### config.mk
export PLATFORM = sky130hd
export DESIGN_NAME = mouse_packet_cursor_tracker
export DESIGN_NICKNAME = d
export VERILOG_FILES = /design/src/rtl/mpct_pkg.sv /design/src/rtl/mpct_axis_update.sv /design/src/rtl/mouse_packet_cursor_tracker.sv
export SDC_FILE = /design/constraint.sdc
export NUM_CORES = 1
export LEC_CHECK = 0
export BUFFER_PORTS_ARGS = -buffer_cell sky130_fd_sc_hd__buf_2
export CAP_MARGIN = 20
export CORE_MARGIN = 2
export CORE_UTILIZATION = 40
export DETAILED_ROUTE_END_ITERATION = 8
export PLACE_DENSITY = 0.7
export RECOVER_POWER = 100
export SLEW_MARGIN = 20
export SYNTH_ARGS = -nofsm -noshare
export SYNTH_HDL_FRONTEND = slang
export SYNTH_SLANG_ARGS = --single-unit
### constraint.sdc
create_clock -name clk_i -period 8.8 [get_ports clk_i]
set_input_delay 0.88 -clock clk_i [delete_from_list [all_inputs] [get_ports clk_i]]
set_output_delay 0.88 -clock clk_i [all_outputs]
set_load 0.02 [all_outputs]
### src/rtl/mpct_pkg.sv
package mpct_pkg;

  // Width of a cursor coordinate and of the configuration data.
  localparam int unsigned CoordBits = 12;

  // Bits of the controller status byte.
  localparam int unsigned StatusFullBit = 0;
  localparam int unsigned StatusAuxBit  = 5;

  // Bits of the packet header byte.
  localparam int unsigned HdrLeftBit  = 0;
  localparam int unsigned HdrSyncBit  = 3;
  localparam int unsigned HdrXSignBit = 4;
  localparam int unsigned HdrYSignBit = 5;

  localparam logic [CoordBits-1:0] XLimitReset = CoordBits'(1010);
  localparam logic [CoordBits-1:0] YLimitReset = CoordBits'(754);
  localparam logic [CoordBits-1:0] XStartReset = CoordBits'(512);
  localparam logic [CoordBits-1:0] YStartReset = CoordBits'(384);

  typedef enum logic [7:0] {
    CfgXLimit = 8'd0,
    CfgYLimit = 8'd1,
    CfgXStart = 8'd2,
    CfgYStart = 8'd3
  } cfg_idx_e;

  typedef enum logic [2:0] {
    PhHeader = 3'b001,
    PhXMove  = 3'b010,
    PhYMove  = 3'b100
  } phase_e;

  typedef struct packed {
    logic [7:0] ctrl_status;
    logic [7:0] data_byte;
  } in_t;

  typedef struct packed {
    logic [CoordBits-1:0] cursor_x;
    logic [CoordBits-1:0] cursor_y;
    logic                 left_button;
  } out_t;

endpackage

### src/rtl/mpct_axis_update.sv
module mpct_axis_update (
  input  logic [mpct_pkg::CoordBits-1:0] pos_i,
  input  logic [7:0]                     delta_i,
  input  logic                           sign_i,
  input  logic                           subtract_i,
  input  logic [mpct_pkg::CoordBits-1:0] limit_i,
  output logic [mpct_pkg::CoordBits-1:0] pos_o
);

  localparam int unsigned SumBits = mpct_pkg::CoordBits + 2;

  logic [SumBits-1:0] pos_ext;
  logic [SumBits-1:0] delta_ext;
  logic [SumBits-1:0] sum;
  logic               below_zero;
  logic               above_limit;

  // The movement is a 9-bit two's complement value: sign bit above the byte.
  assign pos_ext   = {2'b00, pos_i};
  assign delta_ext = {{(SumBits-8){sign_i}}, delta_i};
  assign sum       = subtract_i ? (pos_ext - delta_ext) : (pos_ext + delta_ext);

  assign below_zero  = sum[SumBits-1];
  assign above_limit = sum[SumBits-2:0] > {1'b0, limit_i};

  always_comb begin
    if (below_zero) begin
      pos_o = '0;
    end else if (above_limit) begin
      pos_o = limit_i;
    end else begin
      pos_o = sum[mpct_pkg::CoordBits-1:0];
    end
  end

endmodule

### src/rtl/mouse_packet_cursor_tracker.sv
// Mouse packet cursor tracker.
// Input channel (in_valid_i/in_ready_o/in_data_i): one transaction per read of
// the controller, carrying the status byte and the data byte. Bytes without
// both the output-full and auxiliary-data status bits are dropped. Accepted
// bytes form three-byte packets; a header byte must have bit 3 set, otherwise
// it is discarded so the stream resynchronizes.
// Output channel (out_valid_o/out_ready_i/out_data_o): one transaction per
// completed packet with the clamped cursor position and the left button.
// The result is registered and shown the cycle after the third byte is taken.
// Throughput: one byte per cycle, held back only by the single result register:
// a byte that completes a packet waits while a previous result is stalled at
// the output; bytes that complete nothing are taken regardless of the stall.
// Configuration channel (cfg_*): registers 0..3 are x_limit, y_limit,
// x_start, y_start; writing a start register also moves the cursor there.
// Other indexes are ignored. Write only while the block is idle.
// Reset puts the limits and start positions at their defaults, places the
// cursor at the start position and waits for a header byte.
module mouse_packet_cursor_tracker (
  input  logic                           clk_i,
  input  logic                           rst_ni,

  input  logic                           cfg_valid_i,
  output logic                           cfg_ready_o,
  input  logic [7:0]                     cfg_index_i,
  input  logic [mpct_pkg::CoordBits-1:0] cfg_data_i,

  input  logic                           in_valid_i,
  output logic                           in_ready_o,
  input  mpct_pkg::in_t                  in_data_i,

  output logic                           out_valid_o,
  input  logic                           out_ready_i,
  output mpct_pkg::out_t                 out_data_o
);

  localparam int unsigned CB = mpct_pkg::CoordBits;

  logic [CB-1:0] x_limit_q, x_limit_d;
  logic [CB-1:0] y_limit_q, y_limit_d;
  logic [CB-1:0] x_start_q, x_start_d;
  logic [CB-1:0] y_start_q, y_start_d;
  logic [CB-1:0] pos_x_q, pos_x_d;
  logic [CB-1:0] pos_y_q, pos_y_d;

  mpct_pkg::phase_e phase_q, phase_d;
  logic [7:0]       header_q, header_d;
  logic [7:0]       x_move_q, x_move_d;

  logic           out_valid_q, out_valid_d;
  mpct_pkg::out_t out_data_q, out_data_d;

  logic          cfg_fire;
  logic          in_fire;
  logic          byte_ok;
  logic          emit;
  logic          out_stalled;
  logic [CB-1:0] next_x;
  logic [CB-1:0] next_y;

  assign cfg_ready_o = 1'b1;
  assign cfg_fire    = cfg_valid_i && cfg_ready_o;

  assign byte_ok = in_data_i.ctrl_status[mpct_pkg::StatusFullBit] &&
                   in_data_i.ctrl_status[mpct_pkg::StatusAuxBit];
  // Only the Y byte of a packet produces a result.
  assign emit        = byte_ok && (phase_q == mpct_pkg::PhYMove);
  assign out_stalled = out_valid_q && !out_ready_i;
  assign in_ready_o  = !(out_stalled && emit);
  assign in_fire     = in_valid_i && in_ready_o;

  mpct_axis_update u_x_update (
    .pos_i      (pos_x_q),
    .delta_i    (x_move_q),
    .sign_i     (header_q[mpct_pkg::HdrXSignBit]),
    .subtract_i (1'b0),
    .limit_i    (x_limit_q),
    .pos_o      (next_x)
  );

  mpct_axis_update u_y_update (
    .pos_i      (pos_y_q),
    .delta_i    (in_data_i.data_byte),
    .sign_i     (header_q[mpct_pkg::HdrYSignBit]),
    .subtract_i (1'b1),
    .limit_i    (y_limit_q),
    .pos_o      (next_y)
  );

  always_comb begin
    phase_d  = phase_q;
    header_d = header_q;
    x_move_d = x_move_q;
    pos_x_d  = pos_x_q;
    pos_y_d  = pos_y_q;

    if (in_fire && byte_ok) begin
      case (phase_q)
        mpct_pkg::PhXMove: begin
          x_move_d = in_data_i.data_byte;
          phase_d  = mpct_pkg::PhYMove;
        end
        mpct_pkg::PhYMove: begin
          pos_x_d = next_x;
          pos_y_d = next_y;
          phase_d = mpct_pkg::PhHeader;
        end
        default: begin
          if (in_data_i.data_byte[mpct_pkg::HdrSyncBit]) begin
            header_d = in_data_i.data_byte;
            phase_d  = mpct_pkg::PhXMove;
          end else begin
            phase_d = mpct_pkg::PhHeader;
          end
        end
      endcase
    end

    x_limit_d = x_limit_q;
    y_limit_d = y_limit_q;
    x_start_d = x_start_q;
    y_start_d = y_start_q;
    if (cfg_fire) begin
      case (mpct_pkg::cfg_idx_e'(cfg_index_i))
        mpct_pkg::CfgXLimit: x_limit_d = cfg_data_i;
        mpct_pkg::CfgYLimit: y_limit_d = cfg_data_i;
        mpct_pkg::CfgXStart: begin
          x_start_d = cfg_data_i;
          pos_x_d   = cfg_data_i;
        end
        mpct_pkg::CfgYStart: begin
          y_start_d = cfg_data_i;
          pos_y_d   = cfg_data_i;
        end
        default: ;
      endcase
    end
  end

  always_comb begin
    out_valid_d = out_valid_q && !out_ready_i;
    out_data_d  = out_data_q;
    if (in_fire && emit) begin
      out_valid_d            = 1'b1;
      out_data_d.cursor_x    = next_x;
      out_data_d.cursor_y    = next_y;
      out_data_d.left_button = header_q[mpct_pkg::HdrLeftBit];
    end
  end

  always_ff @(posedge clk_i or negedge rst_ni) begin
    if (!rst_ni) begin
      x_limit_q   <= mpct_pkg::XLimitReset;
      y_limit_q   <= mpct_pkg::YLimitReset;
      x_start_q   <= mpct_pkg::XStartReset;
      y_start_q   <= mpct_pkg::YStartReset;
      pos_x_q     <= mpct_pkg::XStartReset;
      pos_y_q     <= mpct_pkg::YStartReset;
      phase_q     <= mpct_pkg::PhHeader;
      header_q    <= '0;
      x_move_q    <= '0;
      out_valid_q <= 1'b0;
    end else begin
      x_limit_q   <= x_limit_d;
      y_limit_q   <= y_limit_d;
      x_start_q   <= x_start_d;
      y_start_q   <= y_start_d;
      pos_x_q     <= pos_x_d;
      pos_y_q     <= pos_y_d;
      phase_q     <= phase_d;
      header_q    <= header_d;
      x_move_q    <= x_move_d;
      out_valid_q <= out_valid_d;
    end
  end

  always_ff @(posedge clk_i) begin
    out_data_q <= out_data_d;
  end

  assign out_valid_o = out_valid_q;
  assign out_data_o  = out_data_q;

  // The byte phase register stays one-hot.
  assert property (@(posedge clk_i) disable iff (!rst_ni) $onehot(phase_q))
    else $error("byte phase is not one-hot");

  // Input back-pressure only arises from a stalled result.
  assert property (@(posedge clk_i) disable iff (!rst_ni) !in_ready_o |-> out_stalled)
    else $error("input stalled without a pending result");

  // A fresh result matches the tracked cursor position.
  assert property (@(posedge clk_i) disable iff (!rst_ni)
    (in_fire && emit && !cfg_fire) |=>
      (out_data_q.cursor_x == pos_x_q) && (out_data_q.cursor_y == pos_y_q))
    else $error("result differs from the cursor position");

  // A fresh result lies within the configured limits.
  assert property (@(posedge clk_i) disable iff (!rst_ni)
    (in_fire && emit && !cfg_fire) |=>
      (out_data_q.cursor_x <= x_limit_q) && (out_data_q.cursor_y <= y_limit_q))
    else $error("result outside the cursor limits");

  // A completed packet always returns to waiting for a header.
  assert property (@(posedge clk_i) disable iff (!rst_ni)
    (in_fire && emit) |=> (phase_q == mpct_pkg::PhHeader))
    else $error("phase did not return to header after a packet");

endmodule
# Yosys cells after proc, flatten, opt, wreduce, memory -nomap -nowiden

Index checks and enable logic that the tools add are counted.

Input port bits: 41
Output and inout bits: 28
Flip-flop bits (word level): 91

Reductions and logical operators: 15
$lt $le $gt $ge: 2
Multiplexer cells: 15
Bitwise logic cells: 1
Add/sub/neg operators: 2
Eq/ne operators: 5

Operator list:

| kind                                                | number |
|---|---|
| 2-to-1 mux 12 bit                                   | 12 |
| greater-than comparator 13 x 12 -> 1 bit            | 2 |
| equality test 8 x 2 -> 1 bit, second input constant | 2 |
| adder 13 x 9 -> 14 bit                              | 1 |
| subtractor 13 x 9 -> 14 bit                         | 1 |
| equality test 8 x 1 -> 1 bit, second input constant | 1 |
| zero test 8 bit                                     | 1 |
| logical AND 1 bit                                   | 7 |
| case mux 3 bit (2 select lines)                     | 1 |
| AND reduction 2 bit                                 | 3 |
| equality test 3 x 2 -> 1 bit, second input constant | 1 |
| equality test 3 bit, second input constant          | 1 |
| AND reduction 3 bit                                 | 1 |
| zero test 1 bit                                     | 2 |
| 2-to-1 mux 2 bit                                    | 1 |
| OR reduction 2 bit                                  | 1 |
| 2-to-1 mux 1 bit                                    | 1 |
| inverter 1 bit                                      | 1 |

# Depth between registers and ports, before layout

Gate-level depths: netlist of the first run.

Depth in word-level cells: 9
Mapped depth: 18

# By module

A second synthesis of the first run with hierarchy kept.

Cell total of the unflattened synthesis: 600
Area total of the unflattened synthesis: 6244.7 um^2

Modules (own cells, without submodules):

| module                        | area each (um^2) | cells an instance | times used |
|---|---|---|---|
| mouse_packet_cursor_tracker   | 3464.6           | 235               | 1 |
| mpct_axis_update (u_y_update) | 1406.3           | 187               | 1 |
| mpct_axis_update (u_x_update) | 1373.8           | 178               | 1 |

# Worst setup path after synthesis of the first run

OpenSTA, ideal clock, no wires.

Kind: input -> register
From: input in_data_i[0] in the netlist's numbering
To: register out_data_q, in the netlist out_data_o[12] (data pin)
Cell stages on the path: 17
Data arrival time: 3.905 ns
Data required time: 8.534 ns
Path buffers: 1
Path slack: 4.629 ns
Cell sequence: ha_1 fa_1 nor2b_1 o31a_1 o22ai_2 o21bai_1 a21oi_1 xnor2_1 ha_1 a21oi_1 nor2b_1 a2111oi_0 a211o_1 o2111ai_1 buf_2 mux2i_1 nor2_1

Word-level cells in the longest chain between the ends: 4

Ends and longest elaborated chain:

| what                                     | line                               | RTL |
|---|---|---|
| from (decl)                              | mouse_packet_cursor_tracker.sv:29  | `input mpct_pkg::in_t in_data_i,` |
| subtractor 13 x 9 -> 14 bit *            | mpct_axis_update.sv:21             | `assign sum = subtract_i ? (pos_ext - delta_ext) : (pos_ext + delta_ext);` |
| greater-than comparator 13 x 12 -> 1 bit | mpct_axis_update.sv:24             | `assign above_limit = sum[SumBits-2:0] > {1'b0, limit_i};` |
| 2-to-1 mux 12 bit                        | mpct_axis_update.sv:29             | `end else if (above_limit) begin` |
| 2-to-1 mux 12 bit *                      | mpct_axis_update.sv:27             | `if (below_zero) begin` |
| net next_y[11]                           | mouse_packet_cursor_tracker.sv:58  | `logic [CB-1:0] next_y;` |
| to (signal assigned)                     | mouse_packet_cursor_tracker.sv:177 | `out_data_q <= out_data_d;` |
| to (decl)                                | mouse_packet_cursor_tracker.sv:50  | `mpct_pkg::out_t out_data_q, out_data_d;` |

Mark *: on every way through the listed nets, which the timed path passes. The rest lies on a longest branch.
A chain may end at the register's enable or synchronous reset.

# Final worst setup path of the first run

From: input in_data_i[1] in the netlist's numbering
To: register pos_y_q[1]

Word-level cells in the longest chain between the ends: 8

Ends and longest elaborated chain:

| what                                     | line                               | RTL |
|---|---|---|
| subtractor 13 x 9 -> 14 bit *            | mpct_axis_update.sv:21             |  |
| greater-than comparator 13 x 12 -> 1 bit | mpct_axis_update.sv:24             |  |
| 2-to-1 mux 12 bit                        | mpct_axis_update.sv:29             |  |
| 2-to-1 mux 12 bit *                      | mpct_axis_update.sv:27             |  |
| 2-to-1 mux 12 bit *                      | mouse_packet_cursor_tracker.sv:97  | `case (phase_q)` |
| 2-to-1 mux 12 bit *                      | mouse_packet_cursor_tracker.sv:96  | `if (in_fire && byte_ok) begin` |
| 2-to-1 mux 12 bit                        | mouse_packet_cursor_tracker.sv:123 | `case (mpct_pkg::cfg_idx_e'(cfg_index_i))` |
| 2-to-1 mux 12 bit *                      | mouse_packet_cursor_tracker.sv:122 | `if (cfg_fire) begin` |
| net pos_y_d[1]                           | mouse_packet_cursor_tracker.sv:43  | `logic [CB-1:0] pos_y_q, pos_y_d;` |
| to (signal assigned)                     | mouse_packet_cursor_tracker.sv:157 | `pos_y_q <= mpct_pkg::YStartReset;` |
| to (signal assigned)                     | mouse_packet_cursor_tracker.sv:168 | `pos_y_q <= pos_y_d;` |
| to (decl)                                | mouse_packet_cursor_tracker.sv:43  |  |

Marked as above.

==> out/results.ini, run 1 <==
[sta]
max_clock_freq_mhz=182
timing.final.setup_violations=0
final_max_slew_viol_count=103
layout_worst_path_cycle_share_pct=62.5
max_slew.worst_pin.slew_ns=3.47
finalHoldViolations=0
slew_headroom_pct=-131
clock_skew_ns=0.00776
grt_setup_unrepaired=no
post-route-min-period_ns=5.50
sum_of_negative_setup_slack_ns=0

[yosys]
synthTopCellsByCount=55 x sky130_fd_sc_hd__nor2_1, 50 x sky130_fd_sc_hd__ha_1, 49 x sky130_fd_sc_hd__inv_1
synth_most_common_cell=sky130_fd_sc_hd__nor2_1
seq_area_frac_synth_pct=41.8
cells_taking_the_most_area_after_synthesis=sky130_fd_sc_hd__dfrtp_1 21%, sky130_fd_sc_hd__edfxtp_1 13%, sky130_fd_sc_hd__ha_1 11%
synth_area_leader_cell=sky130_fd_sc_hd__dfrtp_1
synth_cell_type_count=62
ys_dominant_reg_cell=sky130_fd_sc_hd__dfrtp_1
synth_seq_cells=88
syn-num-nets=658
synth.yosys.warnings=0
syn_avg_cell_area_um2=9.94
synth-edff-count=25
netlist_instances=565
asyncSetResetFlopFracSynth_pct=71.6
mappedNetlistArea_mm2=0.00561
netlist.area_leader.share_pct=20.5

[die]
chipWidth_um=122
io_pins=69
fp.dieH_um=122
initial_core_util_pct=40.8
core-area_mm2=0.0138
die_area_mm2=0.0150
floorplan.rows=43

[global_routing]
grt_antenna_before_repair=0
first_global_vias=4543
grt_pass1_wl_um=22600
grt_max_degree=64
gr-total-overflow=0
global_route.usage.total_pct=19.3

[critical_path]
crit_end=pos_y_q[1]
timing.critical_path.from=in_data_i[1]
worst_path_most_repeated_cell=sky130_fd_sc_hd__a21oi_1
timing.reg2reg.worst_path_depth=17
timing.critical_path.fanout_max=7
critical_path_required_ns=9.06
cp_slowest_stage_delay_ns=0.51
arrival_ns=5.76
timing.critical_path.cells=clkbuf_1 > inv_1 > ha_1 > nor2b_1 > o31a_1 > o21ai_0 > a21boi_0 > o21ai_0 > a21oi_1 > ha_1 > a21oi_1 > nand2_1 > a2111oi_0 > a211o_1 > o2111ai_1 > clkbuf_1 > mux2i_1 > or3_1 > a21oi_1
critical_path.slowest_cell=sky130_fd_sc_hd__a2111oi_0
worst-setup-path-type=input pin to flop
worst_setup_ep_type=flop
critical_path.reg2reg.startpoint=pos_y_q[1]
regToRegSetupSlack_ns=3.73
critical_path.startpoint_type=input pin
rr_endpoint=pos_y_q[1]

[clock_network]
hold_bufs_at_cts=0
worstSkewPairLatency_ns=0.34
cts.path.max_buffers=2
tritoncts=done
cts.repair_timing.setup_buffer_count=0
path_clk_slew_ns=0.06
clock-sinks=88
ctsRootBufferMaster=sky130_fd_sc_hd__clkbuf_16
cts_made_buffers=9
ctsHtreeMaxLevel=3
cts-resized-gates=0

[drt]
avgRoutedWirePerCell_um=17.1
vias_per_cell=5.44
route.vias.total=4422
drc=0
drt_pre_antenna_iters=4
drtIter0Drc=408
detail-route-antenna-nets=0
totalWireLength_um=13900

[power_and_ir_drop]
cellInternalPower_mw=1.09
switching_power_mw=0.729
seq_pwr_share_pct=30.9
clock_network_fraction_of_design_power_pct=19.5
power.density_cell_area_mw_per_mm2=288
cellLeakagePower_nw=2.88
combinationalPowerShare_pct=49.6
switching_power_as_a_share_of_total_power_pct=40.1
vdd_ir_drop_max_v=0.000103

[worst_hold_path]
min-delay-start=header_q[0]
worstHoldPathType=flop to flop

[layout]
antenna_cells=0
finish.cell_count_without_fillers=813
drive_above_1_share_pct=14.5
nets=721
flow.area_growth_from_synthesis_pct=12.5
fillCellCount=1355

[outcome]
failing_checks=max-capacitance violations, max-slew violations
outcome=complete, but fails checks

[placement]
port_buffers=61
dp_hpwl_um=10100
gp_congestion=0.902
placed_cells_incl_taps=797

[job]
drv.max_cap_violation_count=3

==> metal layers <==
layer / track usage (%) / vias to the layer above / wire length [µm]
met5: 0 / - / 0
met4: 6.82 / 0 / 298
met2: 31.5 / 134 / 6550
met1: 26.0 / 2125 / 6370
met3: 3.25 / 19 / 648
li1: - / 2144 / -
==> cell type report <==
| cell class | count | area (µm²) | area share [%] |
|---|---|---|---|
| Timing Repair Buffer | 69 | 310 | 4.91 |
| Inverter | 49 | 184 | 2.91 |
| Clock inverter | 4 | 20.0 | 0.317 |
| Sequential cell | 88 | 2350 | 37.2 |
| Clock buffer | 12 | 246 | 3.90 |
| Tap cell | 180 | 225 | 3.57 |
| Multi-Input combinational cell | 411 | 2980 | 47.2 |
==> registers in the layout, indices dropped and copies added (netlist names) <==
signal / count
header_q: 3
out_data_o: 25
out_valid_o: 1
phase_q: 3
pos_x_q: 12
pos_y_q: 12
x_limit_q: 12
x_move_q: 8
y_limit_q: 12
==> cell usage in the layout, fill, tap and decap left out, drive strengths merged, types with 3 or more instances in the layout <==
cell	count
a211oi	3
a21boi	3
a21o	6
a21oi	37
a31oi	3
and3	4
buf	35
clkbuf	46
clkinv	4
dfrtp	46
dfstp	17
edfxtp	25
ha	50
inv	49
mux2	21
mux2i	25
nand2	48
nand2b	4
nand3	10
nand4	6
nor2	55
nor2b	8
nor3	9
nor4	3
o21a	7
o21ai	35
o21bai	3
o221ai	11
o22ai	10
o31a	3
or3	6
xnor2	16
xor2	3
==> worst min path at each step <==
stage,endpoint,slack (ns),cells after the start
3_5_place_dp,out_data_o[0],0.44,0
2_1_floorplan,out_data_o[0],0.42,0
6_report,out_data_o[0],0.46,0
5_1_grt,out_data_o[0],0.48,0
4_1_cts,out_data_o[0],0.46,0
3_3_place_gp,out_data_o[0],0.43,0
==> worst max-delay path: cells and delay by family <==
family | cells | cell delay, ns
buffers and inverters | 3 | 0.68
adders and majority gates | 2 | 0.61
and+or+nand+nor | 3 | 0.60
AOI/OAI and AO/OA | 10 | 2.76
muxes | 1 | 0.21
==> cells by family (layout without fill, tap and decap cells) <==
group / after synthesis / in the layout / share of synthesized area (%)
simple gates: 163 / 163 / 13.8
compound gates: 130 / 130 / 16.0
flops: 88 / 88 / 41.8
buf+inv: 66 / 134 / 4.77
fa+ha+maj: 52 / 52 / 11.9
mux: 46 / 46 / 8.67
xor+xnor: 19 / 19 / 2.96
other cells: 1 / 1 / 0.0668
==> through the flow <==
step / area [µm²] / total power [mW] / setup WS, ns / util [%] / hold slack, ns
3_3_place_gp: 6130 / 1.42 / 3.71 / 44.5 / 0.429
6_report: 6310 / 1.82 / 3.30 / 45.8 / 0.457
3_5_place_dp: 6130 / 1.46 / 3.52 / 44.5 / 0.444
5_1_grt: 6310 / 1.96 / 3.13 / 45.8 / 0.479
4_1_cts: 6390 / 1.83 / 3.87 / 46.4 / 0.459
2_1_floorplan: 5610 / 1.25 / 4.63 / - / 0.419
==> power groups by stage <==
stage	logic (mW)	clock network, mW	registers, mW
5_1_grt	1.01	0.383	0.570
3_5_place_dp	0.895	0	0.569
6_report	0.901	0.355	0.562
4_1_cts	0.907	0.365	0.562
2_1_floorplan	0.696	0	0.552
3_3_place_gp	0.859	0	0.564
No activity file was read; power rests on OpenSTA's default activity.
==> inputs of run 2 (changes only) <==
Clock period 8.8 ns to 5.3 ns, I/O delays scaled along.
==> run 2 against run 1 <==
Against the previous run: non-clock buffer count unchanged; worst hold slack worse by 0.046 ns; global-route usage up 0.27 points; core utilization up 0.32 points; the flow still finishes with violations (max-capacitance violations, max-slew violations); clock power up 88%; first-iteration DRC count down 14%; critical path type is now flop to flop; largest power group unchanged; clock skew down 0.0038 ns; highest routed layer unchanged; combinational power up 66%; critical endpoint is now pos_y_q[0]; largest cell class unchanged; routed wire length up 0.47%.
==> out/results.ini, run 2 (synthesis results as in run 1) <==
[clock_network]
worstSkewPairLatency_ns=0.34
path_clk_slew_ns=0.06
ctsRootBufferMaster=sky130_fd_sc_hd__clkbuf_16
cts_made_buffers=9
hold_bufs_at_cts=0
clock-sinks=88
cts.path.max_buffers=2
tritoncts=done
cts.repair_timing.setup_buffer_count=0
cts-resized-gates=0
ctsHtreeMaxLevel=3

[critical_path]
rr_endpoint=pos_y_q[0]
worst_setup_ep_type=flop
timing.reg2reg.worst_path_depth=19
arrival_ns=5.01
timing.critical_path.fanout_max=7
critical_path_required_ns=5.57
critical_path.startpoint_type=flop
regToRegSetupSlack_ns=0.56
worst-setup-path-type=flop to flop
critical_path.reg2reg.startpoint=pos_y_q[0]

[layout]
flow.area_growth_from_synthesis_pct=13.3
final_util_pct=46.2
final_cell_mix=54 x sky130_fd_sc_hd__nor2_1, 50 x sky130_fd_sc_hd__ha_1, 49 x sky130_fd_sc_hd__inv_1
drive_above_1_share_pct=14.4
antenna_cells=0
largest_register_ff_count=25
final_common_cell=sky130_fd_sc_hd__nor2_1
finish.cell_count_without_fillers=813
post-route-cell-area_mm2=0.00636
nets=721

[worst_hold_path]
min-delay-start=in_data_i[3]
worstHoldPathType=input pin to flop
whs_path_depth=2
timing.hold.worst_endpoint=phase_q[0]

[drt]
drc=0
route.vias.total=4487
vias_per_cell=5.52
avgRoutedWirePerCell_um=17.1
drt_pre_antenna_iters=6
detail-route-antenna-nets=0
drtIter0Drc=352
totalWireLength_um=13900

[power_and_ir_drop]
p_total_mw=3.10
vdd_ir_drop_max_v=0.000179
cellLeakagePower_nw=2.89
power.density_cell_area_mw_per_mm2=487

[placement]
dp_hpwl_um=10200
gp_congestion=0.878
place_ws_ns=0.391
placed_cells_incl_taps=797
port_buffers=61
dpl-instance-area_mm2=0.00613

[global_routing]
grt_pass1_wl_um=22700
gr-total-overflow=0
first_global_vias=4556
grt_antenna_before_repair=0
global_route.usage.total_pct=19.6
grt_max_degree=64

[die]
floorplan.rows=43
chipWidth_um=122
core-area_mm2=0.0138
fp.dieH_um=122
io_pins=69
initial_core_util_pct=40.8
die_area_mm2=0.0150

[sta]
holdWs_ns=0.410
clock_skew_ns=0.00397
grt_setup_unrepaired=no
sum_of_negative_setup_slack_ns=0
layout_worst_path_cycle_share_pct=89.4
max_slew.worst_pin.slew_ns=3.61
timing.final.setup_violations=0
slew_headroom_pct=-140
post-route-min-period_ns=4.74
finalHoldViolations=0
max_clock_freq_mhz=211
final_max_slew_viol_count=75
post-route-worst-setup-slack_ns=0.561

[outcome]
failing_checks=max-capacitance violations, max-slew violations
outcome=complete, but fails checks

[job]
drv.max_cap_violation_count=2

[run 2: cell types whose count changed in the layout (fill, tap and decap cells not counted), sizes merged]
cell    change
clkinv      -3
buf         +3
clkbuf      -1
bufinv      +1
[run 2: critical path, cell delays in order (launching register included)]
cell and delay [ns]:
sky130_fd_sc_hd__dfrtp_1 0.35, sky130_fd_sc_hd__inv_1 0.05, sky130_fd_sc_hd__ha_1 0.21, sky130_fd_sc_hd__fa_1 0.42
sky130_fd_sc_hd__nor2b_1 0.21, sky130_fd_sc_hd__o31a_1 0.22, sky130_fd_sc_hd__o22ai_1 0.19, sky130_fd_sc_hd__o21bai_1 0.19
sky130_fd_sc_hd__a21oi_1 0.10, sky130_fd_sc_hd__xnor2_1 0.22, sky130_fd_sc_hd__ha_1 0.30, sky130_fd_sc_hd__a21oi_1 0.13
sky130_fd_sc_hd__nor2b_1 0.06, sky130_fd_sc_hd__a2111oi_0 0.43, sky130_fd_sc_hd__a211o_1 0.20, sky130_fd_sc_hd__o2111ai_1 0.40
sky130_fd_sc_hd__buf_4 0.36, sky130_fd_sc_hd__mux2i_1 0.14, sky130_fd_sc_hd__or3_1 0.36, sky130_fd_sc_hd__a21oi_1 0.12
[run 2: cell type report]
cell class                 count  area, µm²
clock inverter                 2       35.0
sequential                    88       2350
clock buffer                  14        275
fill                        1366       7410
inverter                      49        184
tap                          180        225
multi-input combinational    411       2970
timing repair buffer          69        317
[run 2: power by group]
group	leakage, nW	switching (mW)	total (mW)	internal (mW)
Sequential	0.997	0.0805	0.931	0.850
Combinational	1.75	0.868	1.50	0.632
Clock	0.152	0.259	0.666	0.407
Total	2.89	1.21	3.10	1.89
[run 2: how the worst max path moves through the flow]
stage	startpoint	endpoint	slack [ns]	cells past startpoint
floorplan	in_data_i[0]	out_data_o[12]	1.48	17
global placement	in_data_i[0]	pos_y_q[0]	0.59	19
detailed placement	in_data_i[0]	pos_y_q[0]	0.39	19
CTS	pos_y_q[0]	pos_y_q[0]	0.67	19
global route	pos_y_q[0]	pos_y_q[0]	0.24	19
finish	pos_y_q[0]	pos_y_q[0]	0.56	19
[run 2: per-layer routing]
layer / GRT usage, % / share of wire, %
met2: 31.7 / 47
met4: 7.61 / 2.0
met1: 26.3 / 46
met5: 0 / 0
met3: 3.25 / 4.7
==> inputs of run 3 (changes only) <==
Settings changed: CORE_ASPECT_RATIO set to 2.
==> run 3 against run 2 <==
Against the previous run: the flow still finishes with violations (max-capacitance violations, max-slew violations); clock-buffer cell count decreased by 2; final area hardly changed; critical path depth did not move; via count rose by 0.85%; largest power group unchanged; highest routed layer unchanged.
==> out/results.ini, run 3 (synthesis results as in run 1) <==
[drt]
drt_pre_antenna_iters=5
avgRoutedWirePerCell_um=18.5
detail-route-antenna-nets=0
totalWireLength_um=15200
vias_per_cell=5.50
drc=0
drtIter0Drc=195
route.vias.total=4525

[critical_path]
worst-setup-path-type=flop to flop
timing.reg2reg.worst_path_depth=19
arrival_ns=5.10
timing.critical_path.fanout_max=12
critical_path.startpoint_type=flop
worst_setup_ep_type=flop
critical_path_required_ns=5.57

[sta]
post-route-worst-setup-slack_ns=0.461
post-route-min-period_ns=4.84
sum_of_negative_setup_slack_ns=0
max_clock_freq_mhz=207
clock_skew_ns=0.00899
max_slew.worst_pin.slew_ns=3.60
finalHoldViolations=0
timing.final.setup_violations=0
slew_headroom_pct=-140
holdWs_ns=0.429
layout_worst_path_cycle_share_pct=91.3
grt_setup_unrepaired=no
final_max_slew_viol_count=104

[power_and_ir_drop]
p_total_mw=3.12
cellLeakagePower_nw=2.88
vdd_ir_drop_max_v=0.000245
power.density_cell_area_mw_per_mm2=490

[clock_network]
cts.repair_timing.setup_buffer_count=0
hold_bufs_at_cts=0
worstSkewPairLatency_ns=0.35
tritoncts=done
cts-resized-gates=0
cts.path.max_buffers=2
path_clk_slew_ns=0.07
ctsRootBufferMaster=sky130_fd_sc_hd__clkbuf_16
clock-sinks=88
ctsHtreeMaxLevel=3
cts_made_buffers=9

[die]
chipWidth_um=87.8
floorplan.rows=61
die_area_mm2=0.0151
core-area_mm2=0.0138
io_pins=69
initial_core_util_pct=40.6
fp.dieH_um=172

[global_routing]
global_route.usage.total_pct=21.1
gr-total-overflow=0
first_global_vias=4796
grt_antenna_before_repair=0
grt_pass1_wl_um=23700
grt_max_degree=64

[outcome]
failing_checks=max-capacitance violations, max-slew violations
outcome=complete, but fails checks

[layout]
nets=721
post-route-cell-area_mm2=0.00635
finish.cell_count_without_fillers=822
flow.area_growth_from_synthesis_pct=13.2
final_common_cell=sky130_fd_sc_hd__nor2_1
drive_above_1_share_pct=14.4
antenna_cells=0
final_util_pct=46.0
final_cell_mix=54 x sky130_fd_sc_hd__nor2_1, 50 x sky130_fd_sc_hd__ha_1, 49 x sky130_fd_sc_hd__inv_1
largest_register_ff_count=25
fillCellCount=1321

[placement]
placed_cells_incl_taps=806
dpl-instance-area_mm2=0.00616
place_ws_ns=0.553
dp_hpwl_um=11600
gp_congestion=0.933
port_buffers=61

[worst_hold_path]
worstHoldPathType=input pin to flop
whs_path_depth=2

[job]
drv.max_cap_violation_count=3

## run 3: per-layer routing
| metal | global-route usage (%) | share of wire [%] |
|---|---|---|
| met1 | 20.5 | 34 |
| met2 | 39.6 | 57 |
| met3 | 2.64 | 3.1 |
| met4 | 14.4 | 6.2 |
| met5 | 0 | 0 |
## run 3: final cells by class
type | instances | area (µm²) | area share [%]
multi-input cells | 411 | 2980 | 46.9
well taps | 189 | 236 | 3.72
repair buffers | 69 | 313 | 4.92
inverters | 49 | 184 | 2.89
flip-flops and latches | 88 | 2350 | 37.0
clock buffers | 12 | 236 | 3.72
clock inverters | 4 | 55.1 | 0.866
## run 3: worst paths after layout
path                            endpoint  slack, ns          from
setup / recovery              pos_y_q[1]       0.46    pos_y_q[0]
hold / removal               x_move_q[4]       0.43  in_data_i[4]
setup reg to reg              pos_y_q[1]       0.46    pos_y_q[0]
hold reg to reg            out_data_o[0]       0.44   header_q[0]
max in group asynchronous     pos_y_q[9]       1.76        rst_ni
min in group asynchronous     pos_x_q[6]       1.50        rst_ni
## run 3: power breakdown
| part | total [mW] | internal, mW | switching (mW) |
|---|---|---|---|
| clock network | 0.637 | 0.368 | 0.269 |
| registers | 0.934 | 0.850 | 0.0837 |
| logic | 1.55 | 0.631 | 0.914 |
## run 3: worst max-delay path, cell delays in order (launching register included)
cell	delay, ns
sky130_fd_sc_hd__dfrtp_1	0.36
sky130_fd_sc_hd__inv_1	0.05
sky130_fd_sc_hd__ha_1	0.20
sky130_fd_sc_hd__fa_1	0.42
sky130_fd_sc_hd__nor2b_1	0.19
sky130_fd_sc_hd__o31a_1	0.20
sky130_fd_sc_hd__o22ai_1	0.19
sky130_fd_sc_hd__o21bai_1	0.17
sky130_fd_sc_hd__a21oi_1	0.10
sky130_fd_sc_hd__xnor2_1	0.24
sky130_fd_sc_hd__ha_1	0.31
sky130_fd_sc_hd__a21oi_1	0.15
sky130_fd_sc_hd__nor2b_1	0.08
sky130_fd_sc_hd__a2111oi_0	0.53
sky130_fd_sc_hd__a211o_1	0.21
sky130_fd_sc_hd__o2111ai_1	0.10
sky130_fd_sc_hd__clkbuf_1	0.45
sky130_fd_sc_hd__mux2i_1	0.28
sky130_fd_sc_hd__or3_1	0.40
sky130_fd_sc_hd__a21oi_1	0.14
